## src/hw/rtl/wpie_pkg.sv

```systemverilog
// ----------------------------------------------------------------------------
// wpie_pkg - shared types and constants of the peak intensity extractor
// Request and response payloads, the internal command and the engine states.
// ----------------------------------------------------------------------------
package wpie_pkg;

   localparam int MAX_PEAKS_DEFAULT   = 4096;
   localparam int QUEUE_DEPTH_DEFAULT = 4;
   localparam logic [23:0] MZ_WINDOW_RESET = 24'd3277;
   localparam logic [24:0] PPM_SCALE       = 25'd32000000;
   localparam logic [47:0] SUM_MAX         = 48'hFFFF_FFFF_FFFF;

   localparam logic [1:0] OP_BEGIN = 2'd0;
   localparam logic [1:0] OP_LOAD  = 2'd1;
   localparam logic [1:0] OP_QUERY = 2'd2;

   localparam logic [1:0] CSR_WINDOW_MODE = 2'd0;
   localparam logic [1:0] CSR_MZ_WINDOW   = 2'd1;
   localparam logic [1:0] CSR_RT_WINDOW   = 2'd2;

   typedef struct packed {
      logic [1:0]  op;
      logic [23:0] spectrum_rt;
      logic [31:0] peak_mz;
      logic [31:0] peak_intensity;
      logic [31:0] target_mz;
      logic [23:0] target_rt;
   } req_type;

   typedef struct packed {
      logic [23:0] point_time;
      logic [47:0] extracted_intensity;
      logic        peaks_dropped;
      logic        order_error;
   } rsp_type;

   typedef enum logic [1:0] {
      CMD_BEGIN,
      CMD_LOAD,
      CMD_QUERY
   } cmd_kind_type;

   // begin: rt; load: mz/value; query: mz/rt
   typedef struct packed {
      cmd_kind_type kind;
      logic [31:0]  mz;
      logic [31:0]  value;
      logic [23:0]  rt;
   } cmd_type;

   typedef struct packed {
      logic        window_mode;
      logic [23:0] mz_window;
      logic [23:0] rt_window;
   } cfg_type;

   typedef enum logic [2:0] {
      ST_IDLE,
      ST_SCAN_RD,
      ST_SCAN_CHK,
      ST_LEFT_RD,
      ST_LEFT_CHK,
      ST_RIGHT_RD,
      ST_RIGHT_CHK,
      ST_OUT
   } state_type;

endpackage

```

## src/hw/rtl/wpie_front.sv

```systemverilog
// ----------------------------------------------------------------------------
// wpie_front - request intake
// Registers each request, classifies its op and drops unused op codes.
// ----------------------------------------------------------------------------
module wpie_front (
   input  logic              clock,
   input  logic              reset,
   input  logic              req_valid,
   output logic              req_stall,
   input  wpie_pkg::req_type req_data,
   output logic              push,
   output wpie_pkg::cmd_type push_cmd,
   input  logic              queue_full
);

   logic              valid_ff, valid_in;
   wpie_pkg::cmd_type cmd_ff, cmd_in;
   logic              accept, keep;

   assign push      = valid_ff && !queue_full;
   assign req_stall = valid_ff && queue_full;
   assign accept    = req_valid && !req_stall;
   assign push_cmd  = cmd_ff;

   always_comb begin
      cmd_in = cmd_ff;
      keep   = 1'b1;
      unique case (req_data.op)
         wpie_pkg::OP_BEGIN: begin
            cmd_in.kind  = wpie_pkg::CMD_BEGIN;
            cmd_in.mz    = '0;
            cmd_in.value = '0;
            cmd_in.rt    = req_data.spectrum_rt;
         end
         wpie_pkg::OP_LOAD: begin
            cmd_in.kind  = wpie_pkg::CMD_LOAD;
            cmd_in.mz    = req_data.peak_mz;
            cmd_in.value = req_data.peak_intensity;
            cmd_in.rt    = '0;
         end
         wpie_pkg::OP_QUERY: begin
            cmd_in.kind  = wpie_pkg::CMD_QUERY;
            cmd_in.mz    = req_data.target_mz;
            cmd_in.value = '0;
            cmd_in.rt    = req_data.target_rt;
         end
         default: keep = 1'b0;
      endcase
      valid_in = push ? 1'b0 : valid_ff;
      if (accept && keep) begin
         valid_in = 1'b1;
      end
   end

   always_ff @(posedge clock) begin
      if (reset) begin
         valid_ff <= 1'b0;
      end else begin
         valid_ff <= valid_in;
      end
      if (accept) begin
         cmd_ff <= cmd_in;
      end
   end

endmodule

```

## config.mk

```make
export PLATFORM = sky130hd
export DESIGN_NAME = wpie_front
export DESIGN_NICKNAME = d
export VERILOG_FILES = /design/src/hw/rtl/wpie_pkg.sv /design/src/hw/rtl/wpie_front.sv
export SDC_FILE = /design/constraint.sdc
export NUM_CORES = 1
export LEC_CHECK = 0
export BUFFER_PORTS_ARGS = -buffer_cell sky130_fd_sc_hd__buf_2
export CORE_MARGIN = 4
export CORE_UTILIZATION = 30
export DETAILED_ROUTE_END_ITERATION = 10
export PLACE_DENSITY = 0.6
export SLEW_MARGIN = 10
export SYNTH_ARGS = -nofsm -noshare
export SYNTH_HDL_FRONTEND = slang
export SYNTH_SLANG_ARGS = --single-unit
```

## constraint.sdc

```tcl
create_clock -name clock -period 6.7 [get_ports clock]
set_input_delay 0.335 -clock clock [delete_from_list [all_inputs] [get_ports clock]]
set_output_delay 0.335 -clock clock [all_outputs]
set_load 0.005 [all_outputs]
```

# Word-level counts from Yosys, hierarchy flattened
# Cells that the tools add are included.
dict set report op_classes {
  n_eq_ne 2
  reduce_logical 11
  muxes 4
}
# op count
set ops {}
lappend ops {{90-bit case mux with 3 select lines} 1}
lappend ops {{1-bit logical AND} 4}
lappend ops {{1-bit two-way mux} 3}
lappend ops {{3-bit nonzero test} 1}
lappend ops {{3-bit OR reduction} 1}
lappend ops {{2-bit by 1-bit equality test with 1-bit output (second input constant)} 1}
lappend ops {{2-bit equality test (second input constant)} 1}
lappend ops {{1-bit zero test} 2}
lappend ops {{2-bit zero test} 1}
lappend ops {{2-bit AND reduction} 1}
lappend ops {{2-bit nonzero test} 1}
dict set report word_totals {
  regBits 91
  inputBits 150
}

# Depth between registers and ports, before layout
# Gate-level depths: netlist (run 1).
dict set report depth {
  ltp_word 5
  ltp_mapped 6
  ltp_nobuf 4
}

# Worst setup path before layout (run 1)
# Ideal clock, no wire load.
dict set report synth_timing {
  path_type {in2reg}
  startpoint {input req_data[144] in the netlist's numbering}
  endpoint {register cmd_ff (netlist bit push_cmd[0]), enable pin}
  arrival_ns 4.406
  stages 3
  slack_ns 1.755
  path_cell_list {ha_1 > nand2b_1 > nor2_1}
}
dict set report synth_between {
  elab_chain_cells 3
  word_cells_on_any_way 5
}
# element line_no
set synth_lines {}
lappend synth_lines {{from (decl)} wpie_front.sv:10} ;# input wpie_pkg::req_type req_data,
lappend synth_lines {{2-bit equality test, or another cell as far along} wpie_front.sv:28} ;# unique case (req_data.op)
lappend synth_lines {{3-bit nonzero test (no line) (*)} --}
lappend synth_lines {{2-bit AND reduction (no line) (*)} --}
lappend synth_lines {{to (signal assigned)} wpie_front.sv:62} ;# cmd_ff <= cmd_in;
lappend synth_lines {{to (decl)} wpie_front.sv:17} ;# wpie_pkg::cmd_type cmd_ff, cmd_in;
# Every way passes the cells marked *; elsewhere a longest branch is shown, timed or not.
# A chain may end at the register's enable or synchronous reset.

==> results.tsv, run 1 <==
stage	metric	value	unit
run_status	status	finished clean	
sta	fin_tns_setup	0	ps
setup_path	rr_startpoint	valid_ff$_SDFFE_PP0P_	
route	vias	3060	
logic_synthesis	synthAdderAreaFrac	1.63	%
floorplanning	dieArea	14600	sq um
power	design_power_total	1.29	mW
placement	dp_hpwl	7540	microns
logic_synthesis	synth.distinct_cells	19	
power	p_leak	2.38	nW
min_path	hp-class	in2reg	
grt	grt_usage	13.6	%
sta	hold_viol_final	0	
logic_synthesis	async_flop_share	0	%
clock_network	cts_tree	built	
min_path	min_from	reset	
floorplanning	rows	41	
final_layout	num_antenna_cells	0	
logic_synthesis	yosysTopAreaCell	edfxtp_1	
route	post_drt_wl_per_cell	14.4	microns
clock_network	insertion_delay	330	ps
route	drt_iter0_markers	196	
sta	period_needed	1870	ps
sta	rsz0062_at_grt	no	
placement	io_buffers	241	
logic_synthesis	synth_top_family_by_area	simple AND/OR/NAND/NOR gates	
grt	grt_max_degree	82	
logic_synthesis	muxShareOfSynthArea	0	%
clock_network	post_cts_buffers	0	
logic_synthesis	yosys-top-cells-count	90 x edfxtp_1, 49 x nand2_1, 33 x nor2_1	
floorplanning	start_util	30.5	%
floorplanning	die_w	121	microns
route	drcViolationCount	0	
sta	timing.fmax	536	MHz
sta	min_period_over_period	27.8	%
placement	place_congestion	0.740	
route	wirelength	10200	microns
clock_network	cts.sinks	91	
logic_synthesis	synth_seq_cells	91	
logic_synthesis	avgSynthCellArea	13.0	sq um
setup_path	arrival	1950	ps
clock_network	ctsHtreeMaxLevel	3	
route	viasPerCell	4.35	
floorplanning	die_h	121	microns
setup_path	end_kind	register	
route	postRouteAntennaNets	0	
logic_synthesis	synth_area	3830	sq um
clock_network	clkSlewWorstSetupHoldPaths	60	ps
logic_synthesis	synthFlopType	edfxtp_1	
setup_path	critPathLaunch	req_data[144]	
logic_synthesis	synth_nets	450	
grt	antenna_found_initial	0	
logic_synthesis	synth_compound_area_share	9.54	%
logic_synthesis	synthTopCellsByArea	edfxtp_1 71%, a22oi_1 6.3%, and2_1 5.2%	
setup_path	cp_data_required_time	6780	ps
floorplanning	fp.coreArea	12600	sq um
clock_network	clock_path_buffers	2	
power	ir_worst_vdd	0.0000900	V
clock_network	cts_made_buffers	9	
floorplanning	io_pins	242	
sta	setup_viol	0	
logic_synthesis	synth_xor_area_share	0	%
sta	worst_pin_slew	1020	ps
grt	first_global_vias	3057	
final_layout	area_growth_syn_to_layout	41.4	%
logic_synthesis	ys.warnings.count	0	
route	firstDrtPassIters	4	
sta	final-max-slew-violation-count	0	
final_layout	drive_above_1_share	48.7	%
final_layout	final_nets	684	
setup_path	worstSetupPathType	in2reg	
logic_synthesis	yosysSeqAreaShare	71.1	%
clock_network	cts_root_buf	clkbuf_16	
logic_synthesis	synth_top_area_share	70.5	%
power	power_density	238	nW/um^2
grt	globalRouteOverflowTotal	0	
logic_synthesis	netlist_instances	295	
job	drv_cap	0	
logic_synthesis	synthMostInstantiatedCell	edfxtp_1	
sta	max_slew_margin	32.1	%
clock_network	hold_buffers	0	
logic_synthesis	synth_edf_count	90	
grt	grt_first_pass_wirelength	15300	microns
logic_synthesis	synth_simple_gate_area_share	13.9	%
setup_path	crit_fanout	81	
clock_network	cts_resized	0	
setup_path	start_kind	input pin	
sta	fin_skew	5.34	ps
-- cell type report --
cell class	instances	area (sq um)
Clock buffer	10	229
Timing Repair Buffer	245	1250
Sequential cell	91	2720
Tap cell	172	215
Multi-Input combinational cell	179	972
Clock inverter	4	20.0
Fill cell	1212	7150
Inverter	3	11.3
-- sequential cells by signal (all words and copies together), names as in the netlist --
signal    count
push_cmd     90
valid_ff      1
-- metal layers --
layer | vias to the layer above | part of all wire [%] | routed length, microns | GRT usage [%]
met4 | 0 | 2.5 | 259 | 6.44
met1 | 1382 | 41 | 4140 | 16.4
li1 | 1515 | - | - | -
met2 | 145 | 47 | 4780 | 21.9
met3 | 18 | 9.8 | 993 | 4.48
met5 | - | 0 | 0 | 0
-- cells by family after synthesis --
group / count (synthesis)
compound gates: 57
fa+ha+maj: 5
buf+inv: 25
flops: 91
simple gates: 117
-- where the power goes --
group	leakage [nW]	internal, mW	switching [mW]	total, mW
clock	0.119	0.244	0.193	0.437
sequential	0.875	0.675	0.00947	0.685
combinational	1.39	0.0777	0.0903	0.168
-- final timing paths --
check | to | slack [ps] | depth (start not counted)
max reg2reg | push_cmd[77]$_DFFE_PP_ | 4890 | 4
max | push_cmd[24]$_DFFE_PP_ | 4830 | 6
min reg2reg | valid_ff$_SDFFE_PP0P_ | 470 | 2
min | valid_ff$_SDFFE_PP0P_ | 170 | 2
-- critical path, stage by stage --
cell and delay, ps:
buf_2 120, inv_1 70, ha_2 300, buf_4 590, nor2b_4 270, and2_1 250
-- placed cells by master, fill, tap and decap left out, types with 2 or more instances in the layout --
master	instances
buf_2	241
o21ai_1	4
a22oi_1	32
clkbuf_16	9
nor2_1	32
edfxtp_1	90
o21ai_0	20
and2_1	32
nand2_1	49
inv_1	3
ha_1	4
clkinv_1	2
buf_4	3
-- stage by stage --
step	setup WS (ps)	utilization (%)	hold slack, ps	cells	cell area (sq um)
global route	4700	43.1	153	704	5420
finish	4830	43.1	166	704	5420
global placement	3910	41.0	461	689	5150
floorplan	1750	-	404	295	3830
CTS	4180	43.0	145	703	5400
detailed placement	3820	41.0	461	689	5150
Power figures use the tool's default switching activity.
==> run 2: changes to the inputs <==
--- a/config.mk
+++ b/config.mk
@@ -5,6 +5,7 @@
 export SDC_FILE = /design/constraint.sdc
 export NUM_CORES = 1
 export LEC_CHECK = 0
+export ABC_AREA = 1
 export BUFFER_PORTS_ARGS = -buffer_cell sky130_fd_sc_hd__buf_2
 export CORE_MARGIN = 4
 export CORE_UTILIZATION = 30
==> constraint.sdc (replaced) <==
create_clock -name clock -period 1.8 [get_ports clock]
set_input_delay 0.09 -clock clock [delete_from_list [all_inputs] [get_ports clock]]
set_output_delay 0.09 -clock clock [all_outputs]
set_load 0.005 [all_outputs]
==> run 2 against run 1 <==
Against the previous run:
- register-to-register slack lost 4400 ps
- global-route usage is essentially flat
- clock power grew to 4.1 times the previous value
- design area grew 2.3%
- cell count grew 9.8%
- combinational power grew to 3.8 times the previous value
- sequential cell count is the same
- wire length grew 0.42%
- first-iteration DRC count shrank 5.1%
- largest power group unchanged
- sequential power grew to 3.7 times the previous value
- area after synthesis shrank 0.20%
- utilization grew 2.1 points
==> results.tsv, run 2 <==
stage	metric	value	unit
run_status	status	finished clean	
min_path	hp-class	in2reg	
placement	dp_slack	-143	ps
final_layout	layoutNonFillerInstCount	773	
clock_network	cts.sinks	91	
logic_synthesis	synth_top_area_share	70.7	%
final_layout	area_growth_syn_to_layout	45.0	%
route	vias	3280	
grt	antenna_found_initial	2	
setup_path	critPathLaunch	req_data[144]	
clock_network	clock_path_buffers	2	
setup_path	start_kind	input pin	
logic_synthesis	async_flop_share	0	%
sta	fin_skew	4.47	ps
logic_synthesis	ys.warnings.count	0	
sta	final-max-slew-violation-count	0	
floorplanning	rows	40	
route	post_drt_wl_per_cell	13.2	microns
placement	place_congestion	0.772	
min_path	min_from	req_data[41]	
floorplanning	fp.coreArea	12300	sq um
logic_synthesis	yosysTopAreaCell	edfxtp_1	
floorplanning	die_w	121	microns
placement	dp_hpwl	7560	microns
floorplanning	io_pins	242	
floorplanning	start_util	31.2	%
setup_path	rr_startpoint	valid_ff$_SDFFE_PP0P_	
logic_synthesis	netlist_instances	361	
power	power_density	894	nW/um^2
clock_network	cts_made_buffers	9	
clock_network	ctsHtreeMaxLevel	3	
grt	globalRouteOverflowTotal	0	
sta	worst_pin_slew	711	ps
sta	max_slew_margin	52.5	%
logic_synthesis	avgSynthCellArea	10.6	sq um
floorplanning	dieArea	14600	sq um
min_path	hold_depth	3	
logic_synthesis	yosysSeqAreaShare	71.2	%
route	postRouteAntennaNets	0	
logic_synthesis	synth_area	3820	sq um
route	drt_iter0_markers	186	
setup_path	rr_worst_depth	4	
sta	rsz0062_at_grt	no	
grt	grt_usage	13.6	%
setup_path	crit_fanout	32	
min_path	min_to	push_cmd[73]$_DFFE_PP_	
final_layout	drive_above_1_share	44.1	%
logic_synthesis	synth_nets	516	
route	drcViolationCount	0	
job	drv_cap	0	
sta	period_needed	1370	ps
sta	timing.fmax	728	MHz
sta	setup_viol	0	
route	firstDrtPassIters	4	
logic_synthesis	synthMostInstantiatedCell	nand2_1	
setup_path	arrival	1570	ps
placement	io_buffers	241	
sta	hold_viol_final	0	
sta	min_period_over_period	76.3	%
clock_network	cts_tree	built	
sta	setup_slack	427	ps
grt	grt_max_degree	57	
power	ir_worst_vdd	0.000515	V
setup_path	end_kind	register	
logic_synthesis	synth_edf_count	90	
logic_synthesis	synthFlopType	edfxtp_1	
logic_synthesis	synthTopCellsByArea	edfxtp_1 71%, nand2_1 20%, nor2_1 3.4%	
setup_path	r2r_slack	520	ps
grt	first_global_vias	3200	
logic_synthesis	yosys-top-cells-count	202 x nand2_1, 90 x edfxtp_1, 35 x nor2_1	
route	viasPerCell	4.24	
route	wirelength	10200	microns
clock_network	clkSlewWorstSetupHoldPaths	60	ps
clock_network	insertion_delay	330	ps
logic_synthesis	synth.distinct_cells	11	
grt	grt_first_pass_wirelength	15500	microns
floorplanning	die_h	121	microns
final_layout	final_cell_mix	241 x buf_2, 201 x nand2_1, 90 x edfxtp_1	
final_layout	largest_register_ffs	90	
final_layout	utilization	45.2	%
setup_path	worstSetupPathType	in2reg	
setup_path	r2r_end	push_cmd[86]$_DFFE_PP_	
clock_network	cts_root_buf	clkbuf_16	
logic_synthesis	synth_seq_cells	91	
final_layout	num_antenna_cells	0	
placement	dp.cells	757	
final_layout	final_nets	758	
setup_path	cp_data_required_time	2000	ps
final_layout	final_common_cell	buf_2	
power	p_leak	2.68	nW
## run 2: cells by family (layout without fill, tap and decap cells)
logic type	Yosys count	count (layout)	share of synthesized area (%)
AO/OA/AOI/OAI	1	1	0.131
adder cells (fa/ha/maj)	5	5	1.64
buffers and inverters	26	270	3.47
flip-flops	91	91	71.2
AND/OR/NAND/NOR	238	238	23.6
## run 2: area by class of cell
cell class	count	area, sq um
flip-flops and latches	91	2720
well taps	168	210
repair buffers	250	1320
inverters	7	26.3
fillers	1199	6720
clock inverters	3	42.5
multi-input cells	244	988
clock buffers	10	229
## run 2: timing repair
action	in CTS	in global routing
hold endpoints to repair	2	0
gates resized for setup	0	0
buffers inserted	0	0
hold buffers	2	0
## run 2: worst max-delay path by stage
stage	depth (start not counted)	endpoint	slack [ps]
finish	7	push_cmd[80]$_DFFE_PP_	430
CTS	6	push_cmd[80]$_DFFE_PP_	220
global route	7	push_cmd[80]$_DFFE_PP_	300
floorplan	3	push_cmd[0]$_DFFE_PP_	-370
global placement	6	push_cmd[23]$_DFFE_PP_	-100
detailed placement	6	push_cmd[6]$_DFFE_PP_	-140
## run 2: metal layers
metal / GRT usage [%] / share of wire (%)
met4: 6.09 / 1.9
met5: 0 / 0.26
met2: 23.3 / 50
met3: 4.38 / 9.5
met1: 15.4 / 39
## run 2: critical path: stages
cell and delay (ps):
buf_2 110, inv_1 70, ha_2 290, buf_4 150, nor2_4 550, nand2_1 160, nand2_1 120
## run 2: power by group
part | internal (mW) | total [mW] | switching, mW
Combinational | 0.290 | 0.631 | 0.341
Clock | 1.05 | 1.78 | 0.728
Sequential | 2.51 | 2.55 | 0.0358
Total | 3.85 | 4.96 | 1.10
## run 2: metrics by stage
step	area (sq um)	power, mW	hold slack (ps)	TNS [ps]
2_1_floorplan	3830	2.85	152	-33670
3_3_place_gp	5230	3.22	252	-4420
3_5_place_dp	5230	3.23	253	-6140
4_1_cts	5520	5.04	1.30	0
5_1_grt	5540	5.21	11.3	0
6_report	5540	4.96	17.0	0
