### src/hw/rtl/wpie_pkg.sv
// ----------------------------------------------------------------------------
// wpie_pkg - shared types and constants of the peak intensity extractor
// Request and response payloads, the internal command and the engine states.
// ----------------------------------------------------------------------------
package wpie_pkg;

   localparam int MAX_PEAKS_DEFAULT   = 4096;
   localparam int QUEUE_DEPTH_DEFAULT = 4;
   localparam logic [23:0] MZ_WINDOW_RESET = 24'd3277;
   localparam logic [24:0] PPM_SCALE       = 25'd32000000;
   localparam logic [47:0] SUM_MAX         = 48'hFFFF_FFFF_FFFF;

   localparam logic [1:0] OP_BEGIN = 2'd0;
   localparam logic [1:0] OP_LOAD  = 2'd1;
   localparam logic [1:0] OP_QUERY = 2'd2;

   localparam logic [1:0] CSR_WINDOW_MODE = 2'd0;
   localparam logic [1:0] CSR_MZ_WINDOW   = 2'd1;
   localparam logic [1:0] CSR_RT_WINDOW   = 2'd2;

   typedef struct packed {
      logic [1:0]  op;
      logic [23:0] spectrum_rt;
      logic [31:0] peak_mz;
      logic [31:0] peak_intensity;
      logic [31:0] target_mz;
      logic [23:0] target_rt;
   } req_type;

   typedef struct packed {
      logic [23:0] point_time;
      logic [47:0] extracted_intensity;
      logic        peaks_dropped;
      logic        order_error;
   } rsp_type;

   typedef enum logic [1:0] {
      CMD_BEGIN,
      CMD_LOAD,
      CMD_QUERY
   } cmd_kind_type;

   // begin: rt; load: mz/value; query: mz/rt
   typedef struct packed {
      cmd_kind_type kind;
      logic [31:0]  mz;
      logic [31:0]  value;
      logic [23:0]  rt;
   } cmd_type;

   typedef struct packed {
      logic        window_mode;
      logic [23:0] mz_window;
      logic [23:0] rt_window;
   } cfg_type;

   typedef enum logic [2:0] {
      ST_IDLE,
      ST_SCAN_RD,
      ST_SCAN_CHK,
      ST_LEFT_RD,
      ST_LEFT_CHK,
      ST_RIGHT_RD,
      ST_RIGHT_CHK,
      ST_OUT
   } state_type;

endpackage

### src/hw/rtl/wpie_queue.sv
// ----------------------------------------------------------------------------
// wpie_queue - command queue
// Small first-in first-out store between intake and engine.
// ----------------------------------------------------------------------------
module wpie_queue #(
   parameter int DEPTH = wpie_pkg::QUEUE_DEPTH_DEFAULT
) (
   input  logic              clock,
   input  logic              reset,
   input  logic              push,
   input  wpie_pkg::cmd_type push_cmd,
   output logic              full,
   input  logic              pop,
   output logic              empty,
   output wpie_pkg::cmd_type head
);

   localparam int PW = (DEPTH > 1) ? $clog2(DEPTH) : 1;
   localparam int CW = $clog2(DEPTH + 1);

   wpie_pkg::cmd_type entry_ff [DEPTH];
   logic [PW-1:0] wr_ff, wr_in, rd_ff, rd_in;
   logic [CW-1:0] fill_ff, fill_in;

   assign full  = (fill_ff == CW'(DEPTH));
   assign empty = (fill_ff == '0);
   assign head  = entry_ff[rd_ff];

   always_comb begin
      wr_in   = wr_ff;
      rd_in   = rd_ff;
      fill_in = fill_ff;
      if (push) begin
         wr_in = (wr_ff == PW'(DEPTH - 1)) ? '0 : wr_ff + 1'b1;
      end
      if (pop) begin
         rd_in = (rd_ff == PW'(DEPTH - 1)) ? '0 : rd_ff + 1'b1;
      end
      if (push && !pop) begin
         fill_in = fill_ff + 1'b1;
      end else if (pop && !push) begin
         fill_in = fill_ff - 1'b1;
      end
   end

   always_ff @(posedge clock) begin
      if (reset) begin
         wr_ff   <= '0;
         rd_ff   <= '0;
         fill_ff <= '0;
      end else begin
         wr_ff   <= wr_in;
         rd_ff   <= rd_in;
         fill_ff <= fill_in;
      end
      if (push) begin
         entry_ff[wr_ff] <= push_cmd;
      end
   end

endmodule

### config.mk
export PLATFORM = sky130hd
export DESIGN_NAME = wpie_queue
export DESIGN_NICKNAME = d
export VERILOG_FILES = /design/src/hw/rtl/wpie_pkg.sv /design/src/hw/rtl/wpie_queue.sv
export SDC_FILE = /design/constraint.sdc
export NUM_CORES = 1
export LEC_CHECK = 0
export BUFFER_PORTS_ARGS = -buffer_cell sky130_fd_sc_hd__buf_4
export CAP_MARGIN = 30
export CORE_ASPECT_RATIO = 0.9
export CORE_UTILIZATION = 35
export DETAILED_ROUTE_END_ITERATION = 7
export SLEW_MARGIN = 30
export SYNTH_ARGS = -nofsm -noshare
export SYNTH_HDL_FRONTEND = slang
export SYNTH_SLANG_ARGS = --single-unit
### constraint.sdc
create_clock -name clock -period 4.7 [get_ports clock]
set_clock_uncertainty 0.15 [all_clocks]
set_input_delay 0.705 -clock clock [delete_from_list [all_inputs] [get_ports clock]]
set_output_delay 0.705 -clock clock [all_outputs]
set_load 0.05 [all_outputs]
# --- Word level (Yosys, flattened, before mapping) ---
# Memory sizes are Yosys's and may differ from the RTL's. A register that Yosys moved wholly into a read port is not among the register bits.
# Index checks and enable logic that the tools add are counted.
# Widths: inputs -> output; s select.
classes:
  eq_ne: 3
  mux: 8
  reduce_logical: 6
  add_sub_neg: 4
op_table:
  columns: ["cell", "count"]
  rows:
  - ["$mux 2", 4]
  - ["$mux 3", 2]
  - ["$add 2x1->2 const B", 2]
  - ["$eq 2x2->1 const B", 2]
  - ["$add 3x1->3 const B", 1]
  - ["$eq 3x3->1 const B", 1]
  - ["$logic_not 3->1", 1]
  - ["$sub 3x1->3 const B", 1]
  - ["$logic_and 1x1->1", 2]
  - ["$logic_not 1->1", 2]
  - ["$mux 1", 2]
  - ["$reduce_bool 2->1", 1]
totals:
  out_inout_bits: 92
  inputBits: 94
  ram_bits: 360
  reg_bits: 7
  word_cells: 25
  memories: 1
mem_list:
  columns: ["memory", "depth", "word_bits", "read_ports", "rd_clocked_by_memory_dff", "write_ports", "line_no", "text"]
  rows:
  - ["entry_ff", 4, 90, 1, 1, 1, "wpie_queue.sv:21", "wpie_pkg::cmd_type entry_ff [DEPTH];"]

# --- Depth between registers and ports, before layout ---
# Gate-level depths: netlist (run 1).
logic_depth:
  word_depth: 4
  depth_mapped: 7
  depth_no_buf: 7

# --- Least setup slack after synthesis (run 1) ---
# No wires, ideal clock.
synth_path:
  path_kind: "input port to flip-flop"
  start: "input port push"
  end: "memory entry_ff[0][0] (netlist bit), enable pin"
  n_path_buf: 0
  t_required_ps: 4092
  setup_time_ps: 458
  arrival_ps: 2791
  stages: 1
  setup_slack_ps: 1301
  cell_sequence: "and2_1"
synth_between:
  elab_chain_len: 2
synth_rtl:
  columns: ["item", "line_no", "text"]
  rows:
  - ["start, declared", "wpie_queue.sv:10", "input logic push,"]
  - ["$mux 1", "wpie_queue.sv:56", "if (push) begin"]
  - ["$mux 1 (implied by the code)", "wpie_queue.sv:57", "entry_ff[wr_ff] <= push_cmd;"]
  - ["end, declared", "wpie_queue.sv:21", null]
# No other way between the ends.

==> results of run 1 <==
-- synth_stat cells, drive strengths merged --
cell type / number
nor3: 1
o21ai: 1
a21oi: 2
nor3b: 2
and2: 4
mux2i: 4
inv: 4
buf: 20
mux4: 90
edfxtp: 360
xor2: 2
ha: 6
dfxtp: 9
fa: 1
nor2: 7
or3: 1
-- registers in the layout, summed over array words and instances, names as in the netlist, named ones only --
name and cells:
fill_ff 3, rd_ff 2, wr_ff 2, entry_ff 360
-- placed cells by master (no fill, tap or decap), types with 3 or more instances in the layout --
cell type   count
and2_4          4
buf_12          7
buf_4         185
clkbuf_1        8
clkbuf_16      41
clkinv_1       10
clkinv_2        7
clkinvlp_4      3
dfxtp_1         7
edfxtp_1      360
ha_1            6
inv_1           4
mux2i_1         4
mux4_2         90
nor2_1          7
-- area by class of cell --
class / count / area [um^2] / share of cell area
well taps: 483 / 604 / 0.0364
multi-input cells: 121 / 2280 / 0.137
clock buffers: 49 / 1060 / 0.0636
flip-flops and latches: 369 / 11000 / 0.662
inverters: 4 / 15.0 / 0.000904
clock inverters: 21 / 125 / 0.00753
repair buffers: 192 / 1530 / 0.0921
-- critical path: cells and delay by family (launching register included) --
| kind | cells | cell delay, ns |
|---|---|---|
| muxes | 1 | 0.57 |
| buffers and inverters | 2 | 0.56 |
| DFF | 1 | 0.76 |
-- cell families (layout without fill, tap and decap cells) --
family,Yosys count,in the layout
DFF,369,369
muxes,94,94
buffers and inverters,24,266
and+or+nand+nor,15,15
adders and majority gates,7,7
AOI/OAI and AO/OA,3,3
xor gates and xnor gates,2,2
-- worst max-delay path by stage --
stage | slack, ns | depth (start not counted) | to
floorplan | 1.30 | 1 | entry_ff[0][0]
global placement | 1.82 | 3 | head[12]
detailed placement | 1.81 | 3 | head[7]
CTS | 1.23 | 3 | head[7]
global route | 1.15 | 3 | head[7]
finish | 1.36 | 3 | head[7]
-- layer usage --
layer / global-route usage / vias up / share of wire / routed length (um)
met5: 0 / - / 0.00052 / 13
li1: - / 2642 / - / -
met1: 0.163 / 3152 / 0.43 / 10700
met4: 0.0433 / 2 / 0.022 / 544
met3: 0.0345 / 48 / 0.052 / 1290
met2: 0.212 / 140 / 0.50 / 12300
-- through the flow --
step	area [um^2]	hold WS, ns	cells
floorplan	13500	0.310	514
global placement	15400	0.330	1169
detailed placement	15400	0.342	1169
CTS	16600	0.189	1239
global route	16600	0.196	1239
finish	16600	0.223	1239
-- power by group --
group | total, mW | leakage, nW | internal (mW) | switching (mW)
combinational | 1.00 | 1.58 | 0.360 | 0.642
sequential | 3.83 | 3.38 | 3.77 | 0.0570
clock | 2.81 | 0.572 | 1.64 | 1.17
==> impl_results.md, run 1 <==
* Initial antenna violation count at 1
* Post-CTS Hold Buffers at 0
* Area Overhead vs Synth at 22.9%
* Max clock buf depth at 3
* Drt total wl at 24800 um
* First-pass GRT wire length at 38000 um
* Final worst path period need at 3.34 ns
* Critical path arrival at 2.49 ns
* Synth Warn # at 0
* Crit-path cells: buf_12 -> mux4_2 -> buf_4
* Worst setup path category: reg -> out
* Synth Register Bits at 369
* Die area at 0.0394 mm^2
* Leak at 5.54 nW
* Syn_nets at 615
* Final setup fails at 0
* CP max-delay cell: dfxtp_4
* Post-synthesis cell area at 0.0135 mm^2
* Crit-path max FO at 34
* Post-Synth XOR/XNOR Area at 0.00130
* Clock H-tree levels at 2
* Worst reg-to-reg setup slack at 2.57 ns
* Root buffer cell: clkbuf_16
* Post-DP HPWL at 14700 um
* PwrDens at 460 mW/mm^2
* Post-synthesis adder-cell area fraction at 0.00703
* Seq/Total Area, Yosys at 0.813
* Die H at 188 um
* Worst setup margin at 1.36 ns
* Routed Antenna Nets at 0
* Worst slack at placement at 1.81 ns
* Largest net degree at the start of global routing at 58
* Port Buf Inserts at 185
* Power Total at 7.64 mW
* Multiplexer area fraction after synthesis at 0.153
* Post-cts repair resize count at 0
* Worst slew pin tran at 0.706 ns
* Vias at 5984
* Synth area leader: edfxtp_1
* Max-cap viol count at 0
* Status: complete, no violations
* IO Count at 186
* Area contributors post-synth: edfxtp_1, mux4_2, buf_12, dfxtp_1, ha_1
* CTS Buf Count at 38
* Fillers at 3192
* Peak supply drop at 331 uV
* Startpoint types: register
* Endpoint class of the critical path: output pin
* Routability cong. at between 0.6 and 0.7
* Setup Fix Bufs, Post-CTS at 0
* RR Startpoint: wr_ff[0]
* Drt pass-1 iters at 4
* Synth cell types at 19
* Worst Hold Endpoint: entry_ff[2][84]
* Worst-path clk slew at 0.06 ns
* Slowest stage delay, CP at 0.76 ns
* CP required at 3.85 ns
* Final Hold Fails at 0
* Hold Path Depth at 1
* Gr ovfl total at 0
* CTS tree: done
* Clk_lat worst skew at 0.53 ns
* Diodes inserted at 0
* Starting Density at 0.359
* Die X at 209 um
* Post-synthesis simple-gate area fraction at 0.00574
* Gate count after technology mapping at 514
* Gr usage total at 0.128
* Rows at 67
* Worst Hold Class: in -> reg
* Total Nets Final at a little over 800
* DRT iter0 DRCs at 337
* Total clock sinks at 369
* Setup TNS at 0 ns
* Upper clock frequency limit at 299 MHz
* Final core occ at 0.441
* R2R cell count at 3
* CORE AREA at around 0.038 mm^2
* Post-synth top area share at 0.800
* Complex-gate fraction of the synthesized area at 0.00111
* Slew Limit Fails at 0
* Drt wl/cell at between 20 and 25 um
* Fraction of layout cells with a size suffix above 1 at 0.450
* Worst hold start: push_cmd[84]
* Drt drc at 0
* Worst R2R End: entry_ff[3][26]
* RSZ-0062 raised after global routing: false
* Period utilisation layout at 0.712
* Largest family of logic cells by synthesized area: multiplexers
* Post-DR vias/cell at roughly 4.8
* Slew headroom at 0.530
* Vias in the first global route at ~6500
* Synthesized area per cell at between 20 and 30 um^2
Power figures use the tool's default switching activity.
==> inputs of run 2 (changes only) <==
==> constraint.sdc (replaced) <==
create_clock -name clock -period 3.43 [get_ports clock]
set_clock_uncertainty 0.15 [all_clocks]
set_input_delay 0.5145 -clock clock [delete_from_list [all_inputs] [get_ports clock]]
set_output_delay 0.5145 -clock clock [all_outputs]
set_load 0.05 [all_outputs]
==> run 2 against run 1 <==
Final cell count is 1.3% higher; non-clock buffer count is 14 higher; sequential power is 37% higher; critical path depth stayed put; first-iteration DRC count is 23% lower; flip-flop and latch count stayed put; total power is 41% higher; clock-buffer cell count stayed put; via count is 0.13% lower; wire length is 4.5% higher.
==> impl_results.md, run 2 (synthesized netlist as in run 1, its figures left out) <==
* Vias at 5976 (was 5984)
* Setup Fix Bufs, Post-CTS at 0 (unchanged)
* Starting Density at 0.359 (unchanged)
* CP required at 2.77 ns (was 3.85 ns)
* Post-CTS Hold Buffers at 0 (unchanged)
* Max-cap viol count at 0 (unchanged)
* Area Overhead vs Synth at 24.2% (was 22.9%)
* Startpoint types: register (unchanged)
* Die H at 188 um (unchanged)
* Total Nets Final at 843 (was 827)
* Rows at 67 (unchanged)
* Upper clock frequency limit at 333 MHz
* CTS Buf Count at 40 (was 38)
* Clk_lat worst skew at 0.52 ns (was 0.53 ns)
* Worst reg-to-reg setup slack at 1.42 ns (was 2.57 ns)
* Worst-path clk slew at 0.06 ns (about the same)
* Post-DP HPWL at 15700 um (was 14700 um)
* First-pass GRT wire length at 39400 um (was 38000 um)
* Worst slack at placement at 0.890 ns (was 1.81 ns)
* Final setup fails at 0 (unchanged)
* Vias in the first global route at 6557 (was 6536)
* Post-DR vias/cell at 4.76 (was 4.83)
* Status: complete, no violations (unchanged)
* Root buffer cell: clkbuf_16 (unchanged)
* Diodes inserted at 0 (unchanged)
* Slew headroom at 0.577 (was 0.530)
* Peak supply drop at 491 uV (was 331 uV)
* Critical path arrival at 2.33 ns (was 2.49 ns)
* Fillers at 3197 (was 3192)
* Largest register by flop count: entry_ff (unchanged)
* Final Hold Fails at 0 (unchanged)
* Cell Area, Placed at 0.0155 mm^2 (was 0.0154 mm^2)
* Port Buf Inserts at 185 (unchanged)
* PwrDens at 640 mW/mm^2 (was 460 mW/mm^2)
* Crit-path max FO at 25 (was 34)
* R2R cell count at 4 (was 3)
* Slew Limit Fails at 0 (unchanged)
* Most common cell after layout, fill and taps aside: edfxtp_1 (unchanged)
* Worst setup path category: reg -> out (unchanged)
* Drt wl/cell at 20.7 um (was 20.0 um)
* Setup TNS at 0 ns (unchanged)
* Power Total at 10.7 mW (was 7.64 mW)
* Drt drc at 0 (unchanged)
* Largest net degree at the start of global routing at 52 (was 58)
* Biggest regs: entry_ff (360), fill_ff (3) (unchanged)
* Leak at 5.64 nW (was 5.54 nW)
* Most frequent cells in the layout: edfxtp_1, buf_4, mux4_2 (unchanged)
* CORE AREA at 0.0376 mm^2 (unchanged)
* Gr ovfl total at 0 (unchanged)
* CTS tree: done (unchanged)
* Gr usage total at 0.133 (was 0.128)
* Drt total wl at 25900 um (was 24800 um)
* Worst slew pin tran at 0.634 ns (was 0.706 ns)
* Period utilisation layout at 0.874
* Max clock buf depth at 3 (unchanged)
* RSZ-0062 raised after global routing: false (unchanged)
* Clock H-tree levels at 2 (unchanged)
* Endpoint class of the critical path: output pin (unchanged)
* Routability cong. at 0.661 (was 0.690)
* IO Count at 186 (unchanged)
* Worst setup path end: head[36] (was head[7])
* Post-cts repair resize count at 0 (unchanged)
* DRT iter0 DRCs at 261 (was 337)
* Die X at 209 um (unchanged)
* Final worst path period need at between 2 and 3 ns
* Cell area after layout at 0.0168 mm^2 (was 0.0166 mm^2)
* Routed Antenna Nets at 0 (unchanged)
* Worst R2R End: entry_ff[2][23] (was entry_ff[3][26])
* Worst setup margin at 0.431 ns (was 1.36 ns)
* Initial antenna violation count at 0 (was 1)
* RR Startpoint: wr_ff[0] (unchanged)
* Fraction of layout cells with a size suffix above 1 at 0.465 (was 0.450)
* Drt pass-1 iters at 4 (unchanged)
* Max reg flops at 360 (unchanged)
* Worst Hold Class: in -> reg (unchanged)
* Total clock sinks at 369 (unchanged)
* Die area at 0.0394 mm^2 (unchanged)
run 2: changes by cell type in the layout (fill, tap and decap cells not counted), sizes merged:
| cell | before | now |
|---|---|---|
| buf | 192 | 206 |
| bufinv | 1 | 3 |
| clkinv | 17 | 15 |
| clkinvlp | 3 | 4 |
| inv | 4 | 5 |
run 2: per-stage QoR:
step,util,hold WS [ns],std cells
6_report,0.446,0.0350,1255
3_5_place_dp,0.413,0.353,1183
4_1_cts,0.446,0.000349,1255
3_3_place_gp,0.413,0.339,1183
5_1_grt,0.446,0.00818,1255
2_1_floorplan,-,0.310,514
run 2: metal layers:
| layer | global-route usage | vias up | wire length (um) | share of wire |
|---|---|---|---|---|
| met1 | 0.173 | 3122 | 11300 | 0.44 |
| met2 | 0.218 | 140 | 12600 | 0.49 |
| met5 | 0 | - | 0 | 0 |
| li1 | - | 2672 | - | - |
| met3 | 0.0370 | 42 | 1550 | 0.060 |
| met4 | 0.0393 | 0 | 483 | 0.019 |
run 2: how the worst min path moves through the flow:
| stage | start | endpoint | slack, ns | cells past startpoint |
|---|---|---|---|---|
| 2_1_floorplan | fill_ff[2] | fill_ff[2] | 0.31 | 2 |
| 3_3_place_gp | fill_ff[2] | fill_ff[2] | 0.34 | 2 |
| 3_5_place_dp | fill_ff[2] | fill_ff[2] | 0.35 | 2 |
| 4_1_cts | push_cmd[36] | entry_ff[0][36] | 0.0003 | 1 |
| 5_1_grt | push_cmd[35] | entry_ff[3][35] | 0.008 | 1 |
| 6_report | push_cmd[38] | entry_ff[2][38] | 0.04 | 1 |
run 2: layout make-up:
class,count,area (um^2),share of cell area
multi-input cells,121,2280,0.136
flip-flops and latches,369,11000,0.655
repair buffers,206,1630,0.0973
clock inverters,23,199,0.0118
inverters,4,15.0,0.000894
clock buffers,49,1060,0.0629
well taps,483,604,0.0360
run 2: critical path, stage by stage, from the launching register on:
cell	delay [ns]
dfxtp_4	0.74
buf_4	0.33
mux4_2	0.52
buf_4	0.21
run 2: where the power goes:
| group | internal (mW) | switching, mW |
|---|---|---|
| combinational | 0.507 | 0.904 |
| clock | 2.42 | 1.68 |
| sequential | 5.17 | 0.0676 |
| total | 8.09 | 2.65 |
